## src/rtl/core/tsf_pkg.sv

```systemverilog
package tsf_pkg;

    // Field widths
    localparam int unsigned RANGE_W  = 16;
    localparam int unsigned RAW_W    = 32;
    localparam int unsigned MM_W     = 15;
    localparam int unsigned SEQ_W    = 32;
    localparam int unsigned CFG_IDX_W = 3;
    localparam int unsigned CFG_DATA_W = 32;

    // Item actions
    localparam logic ACTION_TARGET = 1'b0;
    localparam logic ACTION_CLOSE  = 1'b1;

    // Register indexes
    localparam logic [CFG_IDX_W-1:0] REG_MIN_SIGNAL   = 3'd0;
    localparam logic [CFG_IDX_W-1:0] REG_MAX_SIGMA    = 3'd1;
    localparam logic [CFG_IDX_W-1:0] REG_MAX_RELIABLE = 3'd2;
    localparam logic [CFG_IDX_W-1:0] REG_OOR_CODE     = 3'd3;
    localparam logic [CFG_IDX_W-1:0] REG_MAX_STEP     = 3'd4;

    // Register reset values
    localparam logic [RAW_W-1:0] MIN_SIGNAL_RST   = 32'd19660;   // 0.3 Mcps
    localparam logic [RAW_W-1:0] MAX_SIGMA_RST    = 32'd1310720; // 20 mm
    localparam logic [MM_W-1:0]  MAX_RELIABLE_RST = 15'd4000;
    localparam logic [MM_W-1:0]  OOR_CODE_RST     = 15'd8191;
    localparam logic [MM_W-1:0]  MAX_STEP_RST     = 15'd200;

    // Range value meaning "no target kept"
    localparam logic signed [RANGE_W-1:0] NO_RANGE = -16'sd1;

    typedef struct packed {
        logic [RAW_W-1:0] min_signal_raw;
        logic [RAW_W-1:0] max_sigma_raw;
        logic [MM_W-1:0]  max_reliable_mm;
        logic [MM_W-1:0]  out_of_range_code;
        logic [MM_W-1:0]  max_step_mm;
    } cfg_t;

    typedef struct packed {
        logic                      action;
        logic signed [RANGE_W-1:0] range_mm;
        logic                      status_valid;
        logic [RAW_W-1:0]          signal_raw;
        logic [RAW_W-1:0]          sigma_raw;
        logic                      data_read_ok;
        logic                      restart_ok;
    } item_t;

endpackage

```

## src/rtl/core/tsf_if.sv

```systemverilog
// Configuration write channel
interface tsf_cfg_if;
    logic                               valid;
    logic                               ready;
    logic [tsf_pkg::CFG_IDX_W-1:0]      index;
    logic [tsf_pkg::CFG_DATA_W-1:0]     data;

    modport source (output valid, output index, output data, input ready);
    modport sink   (input valid, input index, input data, output ready);
endinterface

// Target / close item channel
interface tsf_item_if;
    logic                                 valid;
    logic                                 ready;
    logic                                 action;
    logic signed [tsf_pkg::RANGE_W-1:0]   range_mm;
    logic                                 status_valid;
    logic [tsf_pkg::RAW_W-1:0]            signal_raw;
    logic [tsf_pkg::RAW_W-1:0]            sigma_raw;
    logic                                 data_read_ok;
    logic                                 restart_ok;

    modport source (output valid, output action, output range_mm, output status_valid,
                    output signal_raw, output sigma_raw, output data_read_ok,
                    output restart_ok, input ready);
    modport sink   (input valid, input action, input range_mm, input status_valid,
                    input signal_raw, input sigma_raw, input data_read_ok,
                    input restart_ok, output ready);
endinterface

// Result channel
interface tsf_result_if;
    logic                                 valid;
    logic                                 ready;
    logic signed [tsf_pkg::RANGE_W-1:0]   distance_out_mm;
    logic signed [tsf_pkg::RANGE_W-1:0]   kept_range_out_mm;
    logic [tsf_pkg::RAW_W-1:0]            signal_out;
    logic [tsf_pkg::RAW_W-1:0]            sigma_out;
    logic                                 target_found;
    logic                                 bus_failed;
    logic [tsf_pkg::SEQ_W-1:0]            sequence_res;

    modport source (output valid, output distance_out_mm, output kept_range_out_mm,
                    output signal_out, output sigma_out, output target_found,
                    output bus_failed, output sequence_res, input ready);
    modport sink   (input valid, input distance_out_mm, input kept_range_out_mm,
                    input signal_out, input sigma_out, input target_found,
                    input bus_failed, input sequence_res, output ready);
endinterface

```

## src/rtl/core/tsf_cfg_regs.sv

```systemverilog
module tsf_cfg_regs
(
    input  logic              clk,
    input  logic              rst_n,
    tsf_cfg_if.sink           cfg,
    output tsf_pkg::cfg_t     cfg_q
);

    tsf_pkg::cfg_t cfg_reg;

    // Writes are always taken
    assign cfg.ready = 1'b1;
    assign cfg_q     = cfg_reg;

    // Register file; unknown indexes are dropped
    always_ff @(posedge clk or negedge rst_n)
    begin
        if (!rst_n)
        begin
            cfg_reg.min_signal_raw    <= tsf_pkg::MIN_SIGNAL_RST;
            cfg_reg.max_sigma_raw     <= tsf_pkg::MAX_SIGMA_RST;
            cfg_reg.max_reliable_mm   <= tsf_pkg::MAX_RELIABLE_RST;
            cfg_reg.out_of_range_code <= tsf_pkg::OOR_CODE_RST;
            cfg_reg.max_step_mm       <= tsf_pkg::MAX_STEP_RST;
        end
        else if (cfg.valid)
        begin
            unique case (cfg.index)
                tsf_pkg::REG_MIN_SIGNAL:   cfg_reg.min_signal_raw    <= cfg.data;
                tsf_pkg::REG_MAX_SIGMA:    cfg_reg.max_sigma_raw     <= cfg.data;
                tsf_pkg::REG_MAX_RELIABLE: cfg_reg.max_reliable_mm   <= cfg.data[tsf_pkg::MM_W-1:0];
                tsf_pkg::REG_OOR_CODE:     cfg_reg.out_of_range_code <= cfg.data[tsf_pkg::MM_W-1:0];
                tsf_pkg::REG_MAX_STEP:     cfg_reg.max_step_mm       <= cfg.data[tsf_pkg::MM_W-1:0];
                default: ;
            endcase
        end
    end

endmodule

```

## src/rtl/core/tsf_in_stage.sv

```systemverilog
module tsf_in_stage
(
    input  logic              clk,
    input  logic              rst_n,
    tsf_item_if.sink          items,
    input  logic              advance,
    output tsf_pkg::item_t    item,
    output logic              item_valid
);

    tsf_pkg::item_t item_reg;
    logic           valid_reg;
    logic           load;

    // Take a new item when empty or when the held one moves on
    assign items.ready = !valid_reg || advance;
    assign load        = items.valid && items.ready;
    assign item        = item_reg;
    assign item_valid  = valid_reg;

    // Occupancy flag
    always_ff @(posedge clk or negedge rst_n)
    begin
        if (!rst_n)
        begin
            valid_reg <= 1'b0;
        end
        else if (items.ready)
        begin
            valid_reg <= items.valid;
        end
    end

    // Payload
    always_ff @(posedge clk)
    begin
        if (load)
        begin
            item_reg.action       <= items.action;
            item_reg.range_mm     <= items.range_mm;
            item_reg.status_valid <= items.status_valid;
            item_reg.signal_raw   <= items.signal_raw;
            item_reg.sigma_raw    <= items.sigma_raw;
            item_reg.data_read_ok <= items.data_read_ok;
            item_reg.restart_ok   <= items.restart_ok;
        end
    end

endmodule

```

## src/rtl/core/tsf_core.sv

```systemverilog
module tsf_core
(
    input  logic              clk,
    input  logic              rst_n,
    input  tsf_pkg::cfg_t     cfg_q,
    input  tsf_pkg::item_t    item,
    input  logic              item_valid,
    output logic              advance,
    tsf_result_if.source      results
);

    localparam int unsigned MM_W = tsf_pkg::MM_W;

    // Measurement state
    logic signed [tsf_pkg::RANGE_W-1:0] best_range_reg;
    logic [tsf_pkg::RAW_W-1:0]          best_signal_reg;
    logic [tsf_pkg::RAW_W-1:0]          best_sigma_reg;
    logic                               prev_valid_reg;
    logic [MM_W-1:0]                    prev_reg;
    logic [tsf_pkg::SEQ_W-1:0]          count_reg;
    logic [tsf_pkg::SEQ_W-1:0]          count_next;

    // Result register
    logic                               res_valid_reg;
    logic [MM_W-1:0]                    res_dist_reg;
    logic signed [tsf_pkg::RANGE_W-1:0] res_raw_reg;
    logic [tsf_pkg::RAW_W-1:0]          res_signal_reg;
    logic [tsf_pkg::RAW_W-1:0]          res_sigma_reg;
    logic                               res_found_reg;
    logic                               res_bus_failed_reg;
    logic [tsf_pkg::SEQ_W-1:0]          res_seq_reg;

    logic            is_close;
    logic            do_target;
    logic            do_close;
    logic            keep;
    logic            found;
    logic [MM_W-1:0] dist_sel;
    logic [MM_W-1:0] dist_clamp;
    logic            slew_on;
    logic [MM_W:0]   prev_up;
    logic [MM_W:0]   dist_up;
    logic [MM_W-1:0] dist_next;

    // Targets never wait on the result side; a close needs a free result slot
    assign is_close  = (item.action == tsf_pkg::ACTION_CLOSE);
    assign advance   = item_valid && (!is_close || !res_valid_reg || results.ready);
    assign do_target = advance && !is_close;
    assign do_close  = advance && is_close;

    // Target acceptance: strictly farther than the kept one (kept is -1 when empty)
    assign keep = item.status_valid
               && (item.signal_raw > cfg_q.min_signal_raw)
               && (item.sigma_raw < cfg_q.max_sigma_raw)
               && (item.range_mm > best_range_reg);

    // Close: pick distance; above the reliable limit use the out-of-range code
    assign found      = item.data_read_ok && !best_range_reg[tsf_pkg::RANGE_W-1];
    assign dist_sel   = found ? best_range_reg[MM_W-1:0] : cfg_q.out_of_range_code;
    assign dist_clamp = (dist_sel > cfg_q.max_reliable_mm) ? cfg_q.out_of_range_code
                                                           : dist_sel;

    // Slew limit against the previous in-range distance
    assign slew_on = (dist_clamp != cfg_q.out_of_range_code) && prev_valid_reg
                  && (prev_reg != cfg_q.out_of_range_code);
    assign prev_up = {1'b0, prev_reg} + {1'b0, cfg_q.max_step_mm};
    assign dist_up = {1'b0, dist_clamp} + {1'b0, cfg_q.max_step_mm};

    always_comb
    begin
        dist_next = dist_clamp;
        if (slew_on)
        begin
            priority if ({1'b0, dist_clamp} > prev_up)
                dist_next = prev_up[MM_W-1:0];
            else if (dist_up < {1'b0, prev_reg})
                dist_next = prev_reg - cfg_q.max_step_mm;
            else
                dist_next = dist_clamp;
        end
    end

    assign count_next = count_reg + {{(tsf_pkg::SEQ_W-1){1'b0}}, 1'b1};

    // Kept target, previous distance and sequence count
    always_ff @(posedge clk or negedge rst_n)
    begin
        if (!rst_n)
        begin
            best_range_reg  <= tsf_pkg::NO_RANGE;
            best_signal_reg <= '0;
            best_sigma_reg  <= '0;
            prev_valid_reg  <= 1'b0;
            prev_reg        <= '0;
            count_reg       <= '0;
        end
        else if (do_close)
        begin
            best_range_reg  <= tsf_pkg::NO_RANGE;
            best_signal_reg <= '0;
            best_sigma_reg  <= '0;
            prev_valid_reg  <= 1'b1;
            prev_reg        <= dist_next;
            count_reg       <= count_next;
        end
        else if (do_target && keep)
        begin
            best_range_reg  <= item.range_mm;
            best_signal_reg <= item.signal_raw;
            best_sigma_reg  <= item.sigma_raw;
        end
    end

    // Result valid flag
    always_ff @(posedge clk or negedge rst_n)
    begin
        if (!rst_n)
        begin
            res_valid_reg <= 1'b0;
        end
        else if (do_close)
        begin
            res_valid_reg <= 1'b1;
        end
        else if (results.ready)
        begin
            res_valid_reg <= 1'b0;
        end
    end

    // Result payload
    always_ff @(posedge clk)
    begin
        if (do_close)
        begin
            res_dist_reg       <= dist_next;
            res_raw_reg        <= found ? best_range_reg : tsf_pkg::NO_RANGE;
            res_signal_reg     <= found ? best_signal_reg : '0;
            res_sigma_reg      <= found ? best_sigma_reg : '0;
            res_found_reg      <= found;
            res_bus_failed_reg <= !item.restart_ok;
            res_seq_reg        <= count_next;
        end
    end

    assign results.valid             = res_valid_reg;
    assign results.distance_out_mm   = {1'b0, res_dist_reg};
    assign results.kept_range_out_mm = res_raw_reg;
    assign results.signal_out        = res_signal_reg;
    assign results.sigma_out         = res_sigma_reg;
    assign results.target_found      = res_found_reg;
    assign results.bus_failed        = res_bus_failed_reg;
    assign results.sequence_res      = res_seq_reg;

endmodule

```

## src/rtl/core/tof_target_select_slew_filter.sv

```systemverilog
// Farthest-target select with range clamp and slew limiting.
// Channels: cfg writes one of five registers by index (always ready, one
// transfer per cycle); items carries targets (action 0) and measurement
// closes (action 1); results carries one item per close.
// Each target transfer is compared against the kept target; a close picks
// the kept range (or the out-of-range code), replaces a range above the
// reliable limit by the out-of-range code, slew-limits it against the
// previous in-range distance and clears the kept target.
// Throughput: one item per cycle while no close waits on a held result;
// the single compare/clamp stage lies between the input register and the
// result register. A close is registered in the input register and then
// in the result register, from which its result transfers.
// Stall: the result register holds while results.ready is low; targets keep
// flowing, and a following close waits in the input register.
// Reset: registers return to defaults, the kept target and previous distance
// are cleared and the sequence count restarts at zero.
module tof_target_select_slew_filter
(
    input  logic        clk,
    input  logic        rst_n,
    tsf_cfg_if.sink     cfg,
    tsf_item_if.sink    items,
    tsf_result_if.source results
);

    tsf_pkg::cfg_t  cfg_q;
    tsf_pkg::item_t item;
    logic           item_valid;
    logic           advance;

    tsf_cfg_regs u_cfg_regs
    (
        .clk   (clk),
        .rst_n (rst_n),
        .cfg   (cfg),
        .cfg_q (cfg_q)
    );

    tsf_in_stage u_in_stage
    (
        .clk        (clk),
        .rst_n      (rst_n),
        .items      (items),
        .advance    (advance),
        .item       (item),
        .item_valid (item_valid)
    );

    tsf_core u_core
    (
        .clk        (clk),
        .rst_n      (rst_n),
        .cfg_q      (cfg_q),
        .item       (item),
        .item_valid (item_valid),
        .advance    (advance),
        .results    (results)
    );

endmodule
```

## src/flat_wrapper.sv

```systemverilog
// flat-port wrapper written by rule: the top's interface ports become plain ports
module tof_target_select_slew_filter_flat 
  (clk, rst_n, cfg_valid, cfg_index, cfg_data, cfg_ready, items_valid, items_action, items_range_mm, items_status_valid, items_signal_raw, items_sigma_raw, items_data_read_ok, items_restart_ok, items_ready, results_valid, results_distance_out_mm, results_kept_range_out_mm, results_signal_out, results_sigma_out, results_target_found, results_bus_failed, results_sequence_res, results_ready);
  tsf_cfg_if cfg_i ();
  tsf_item_if items_i ();
  tsf_result_if results_i ();
  input  logic clk;
  input  logic rst_n;
  input wire logic [$bits(cfg_i.valid)-1:0] cfg_valid;
  input wire logic [$bits(cfg_i.index)-1:0] cfg_index;
  input wire logic [$bits(cfg_i.data)-1:0] cfg_data;
  output wire logic [$bits(cfg_i.ready)-1:0] cfg_ready;
  input wire logic [$bits(items_i.valid)-1:0] items_valid;
  input wire logic [$bits(items_i.action)-1:0] items_action;
  input wire logic [$bits(items_i.range_mm)-1:0] items_range_mm;
  input wire logic [$bits(items_i.status_valid)-1:0] items_status_valid;
  input wire logic [$bits(items_i.signal_raw)-1:0] items_signal_raw;
  input wire logic [$bits(items_i.sigma_raw)-1:0] items_sigma_raw;
  input wire logic [$bits(items_i.data_read_ok)-1:0] items_data_read_ok;
  input wire logic [$bits(items_i.restart_ok)-1:0] items_restart_ok;
  output wire logic [$bits(items_i.ready)-1:0] items_ready;
  output wire logic [$bits(results_i.valid)-1:0] results_valid;
  output wire logic [$bits(results_i.distance_out_mm)-1:0] results_distance_out_mm;
  output wire logic [$bits(results_i.kept_range_out_mm)-1:0] results_kept_range_out_mm;
  output wire logic [$bits(results_i.signal_out)-1:0] results_signal_out;
  output wire logic [$bits(results_i.sigma_out)-1:0] results_sigma_out;
  output wire logic [$bits(results_i.target_found)-1:0] results_target_found;
  output wire logic [$bits(results_i.bus_failed)-1:0] results_bus_failed;
  output wire logic [$bits(results_i.sequence_res)-1:0] results_sequence_res;
  input wire logic [$bits(results_i.ready)-1:0] results_ready;
  assign cfg_i.valid = cfg_valid;
  assign cfg_i.index = cfg_index;
  assign cfg_i.data = cfg_data;
  assign cfg_ready = cfg_i.ready;
  assign items_i.valid = items_valid;
  assign items_i.action = items_action;
  assign items_i.range_mm = items_range_mm;
  assign items_i.status_valid = items_status_valid;
  assign items_i.signal_raw = items_signal_raw;
  assign items_i.sigma_raw = items_sigma_raw;
  assign items_i.data_read_ok = items_data_read_ok;
  assign items_i.restart_ok = items_restart_ok;
  assign items_ready = items_i.ready;
  assign results_valid = results_i.valid;
  assign results_distance_out_mm = results_i.distance_out_mm;
  assign results_kept_range_out_mm = results_i.kept_range_out_mm;
  assign results_signal_out = results_i.signal_out;
  assign results_sigma_out = results_i.sigma_out;
  assign results_target_found = results_i.target_found;
  assign results_bus_failed = results_i.bus_failed;
  assign results_sequence_res = results_i.sequence_res;
  assign results_i.ready = results_ready;
  tof_target_select_slew_filter u_core (.clk(clk), .rst_n(rst_n), .cfg(cfg_i), .items(items_i), .results(results_i));
endmodule
```

## config.mk

```make
export PLATFORM = sky130hd
export DESIGN_NAME = tof_target_select_slew_filter_flat
export DESIGN_NICKNAME = d
export VERILOG_FILES = /design/src/rtl/core/tsf_pkg.sv /design/src/rtl/core/tsf_if.sv /design/src/rtl/core/tsf_cfg_regs.sv /design/src/rtl/core/tsf_in_stage.sv /design/src/rtl/core/tsf_core.sv /design/src/rtl/core/tof_target_select_slew_filter.sv /design/src/flat_wrapper.sv
export SDC_FILE = /design/constraint.sdc
export NUM_CORES = 1
export LEC_CHECK = 0
export BUFFER_PORTS_ARGS = -buffer_cell sky130_fd_sc_hd__buf_2
export CORE_UTILIZATION = 30
export CTS_CLUSTER_DIAMETER = 80
export DETAILED_ROUTE_END_ITERATION = 10
export HOLD_SLACK_MARGIN = 0.15
export PLACE_DENSITY = 0.44
export SKIP_CTS_REPAIR_TIMING = 1
export SLEW_MARGIN = 30
export SYNTH_ARGS = -nofsm -noshare
export SYNTH_HDL_FRONTEND = slang
export SYNTH_SLANG_ARGS = --single-unit
```

## constraint.sdc

```tcl
create_clock -name clk -period 22 [get_ports clk]
set_input_delay 4.4 -clock clk [delete_from_list [all_inputs] [get_ports clk]]
set_output_delay 4.4 -clock clk [all_outputs]
set_load 0.02 [all_outputs]
```

==> results.yml <==
outcome:
  status: "completed"
cells_and_area:
  layout_commonest_cell: "buf_2"
  final_cells: 3327
  final_cell_mix: "buf_2 (253), nand2_1 (238), edfxtp_1 (213), o21ai_0 (200), dfrtp_1 (192)"
  largest_reg_flops: 109
  drive_above_1_share_pct: 19.4
  area_growth_pct: 17.7
  final_util_pct: 35.7
  nets: 2607
  finalInstanceArea_um2: 26700
sta:
  slew_viol_final: 0
  fin_crit_sh_pct: 42.5
  rsz0062_at_grt: "no"
  timing.setup.tns_ps: 0
  relSlewSlack_pct: 36.9
  fin_crit_ps: 9360
  setup-violations-final: 0
  max_freq_mhz: 107
  finalHoldViolations: 0
  worstMarginPinSlew_ps: 946
  finalClockSkew_ps: 50.1
clock_tree:
  htree_levels: 2
  clkLatencyLatePin_ps: 630
  cts_buffers: 54
  cts_root_buf: "clkbuf_16"
  cts.sinks: 452
  clock_path_buffers: 3
  cts_tree: "built"
  clk_pin_slew_ps: 60
detailed_routing:
  finalWirelength_mm: 66.8
  drtIter0Drc: 839
  viasPerCell: 4.81
  antenna_left: 0
  firstDrtPassIters: 5
  detail_route.wl_per_cell_um: 20.1
  drcViolationCount: 0
  dr_total_vias: 16000
floorplanning:
  dieArea_um2: 76600
  start_util_pct: 30.4
  core-area_um2: 74600
  die_x_um: 277
  die_h_um: 277
  io_pins: 257
  rows: 100
yosys:
  async_flop_share_pct: 52.9
  syn_area_per_cell_um2: 10.9
  netlist_area_um2: 22600
  ys_ff_latch: 452
  synth_edf_count: 213
  synth_area_leaders: "edfxtp_1 (28%), dfrtp_1 (21%), ha_1 (9.3%), dfstp_2 (5.5%), o21ai_0 (4.4%)"
  ys.flop_type: "edfxtp_1"
  synth_top_area_cell: "edfxtp_1"
  synth_nets: 2371
  syn_inst: 2075
  netlist.area_leader.share_pct: 28.2
  yosysWarnings: 0
  ys_seq_area_share_pct: 54.9
  synth_cell_types: 71
placed_design:
  placed_cells: 3223
  dp_hpwl_mm: 47.2
  io_buffers: 254
  gp_congestion: 0.878
  post_dp_cell_area_um2: 24900
setup_path:
  worstPathRequired_ps: 17600
  critPathArrivalTime_ps: 4960
  critPathLaunchType: "input pin"
  end_kind: "primary output"
  criticalPathCategory: "in -> out"
  path_max_fanout: 3
grt:
  antenna_found_initial: 8
  grt_pass1_wl_mm: 102
  grt_use_total_pct: 17.4
  grt_pass1_vias: 16100
  overflow: 0
  grt_max_degree: 148
power:
  clockPowerShare_pct: 26.8
  p_seq_share_pct: 34.0
  p_per_area_nw_per_um2: 122
  intPower_w: 0.00200
  netSwitchingFraction_pct: 38.4
  p_comb_share_pct: 39.2
  power_leakage_nw: 11.7
  switchingPower_w: 0.00125
  ir_drop_v: 0.0000797
flow_run:
  cap_violations: 0
min_path:
  hp-class: "reg -> reg"
synth_stat cells (all sizes together) (12+ instances only):
cell type	count
nand2	239
edfxtp	213
o21ai	204
dfrtp	192
ha	169
inv	156
nand3	99
nor2	73
and2	69
a21oi	64
clkbuf	62
xor2	61
xnor2	60
dfstp	47
a21o	39
mux2	39
nor3	38
nand4	30
buf	29
a31oi	22
nand2b	19
nor2b	16
and3	14
nor4	12
layer usage:
layer,up-vias,GRT usage [%],part of all wire [%]
met2,372,27.6,46
met3,106,2.76,4.5
li1,7756,-,-
met4,14,4.83,2.3
met5,-,0,0.14
met1,7767,24.5,48
kinds of logic (layout without fill, tap and decap cells):
family / after synthesis / in the layout / share of synthesized area, %
compound gates: 412 / 412 / 10.9
xor+xnor: 121 / 121 / 4.68
fa+ha+maj: 172 / 172 / 9.60
buf+inv: 248 / 530 / 4.53
flops: 452 / 452 / 54.9
mux: 41 / 41 / 2.03
other cells: 2 / 3 / 0.0332
simple gates: 627 / 627 / 13.3
power groups by stage:
stage	Clock [W]	Sequential (W)	Combinational, W
finish	0.000870	0.00111	0.00127
CTS	0.000898	0.00111	0.00127
global route	0.000933	0.00112	0.00142
global placement	0	0.00112	0.00124
floorplan	0	0.00111	0.000882
detailed placement	0	0.00112	0.00126
per-stage QoR:
stage	worst slack, ps	power, W	hold slack [ps]
floorplan	12610	0.00199	434
global placement	12620	0.00236	454
detailed placement	12650	0.00238	462
CTS	12640	0.00327	478
global route	12580	0.00347	500
finish	12640	0.00325	484
layout make-up:
cell class	instances	area (um2)
multi-input cells	1375	9260
repair buffers	271	1430
clock inverters	31	280
well taps	969	1210
flip-flops and latches	452	12400
fillers	7539	47900
clock buffers	71	1450
inverters	157	597
diodes	1	2.50
critical path: stages:
cell and delay, ps:
buf_2 110, nor2b_1 140, nand3_1 130, buf_2 180
path summary, 6_finish.rpt:
kind	slack, ps	endpoint	depth (start not counted)	from
worst max-delay path	12640	items_ready	4	results_ready
worst min-delay path	480	u_core.u_core.prev_valid_reg	1	u_core.u_core.prev_valid_reg
worst max register to register	13990	u_core.u_core.res_dist_reg[14]	34	u_core.u_core.best_range_reg[15]
worst min register to register	480	u_core.u_core.prev_valid_reg	1	u_core.u_core.prev_valid_reg
max in group asynchronous	16790	u_core.u_cfg_regs.cfg_q[95]	2	rst_n
min in group asynchronous	3810	u_core.u_core.count_reg[10]	1	rst_n
(Power assumes the default switching activity.)
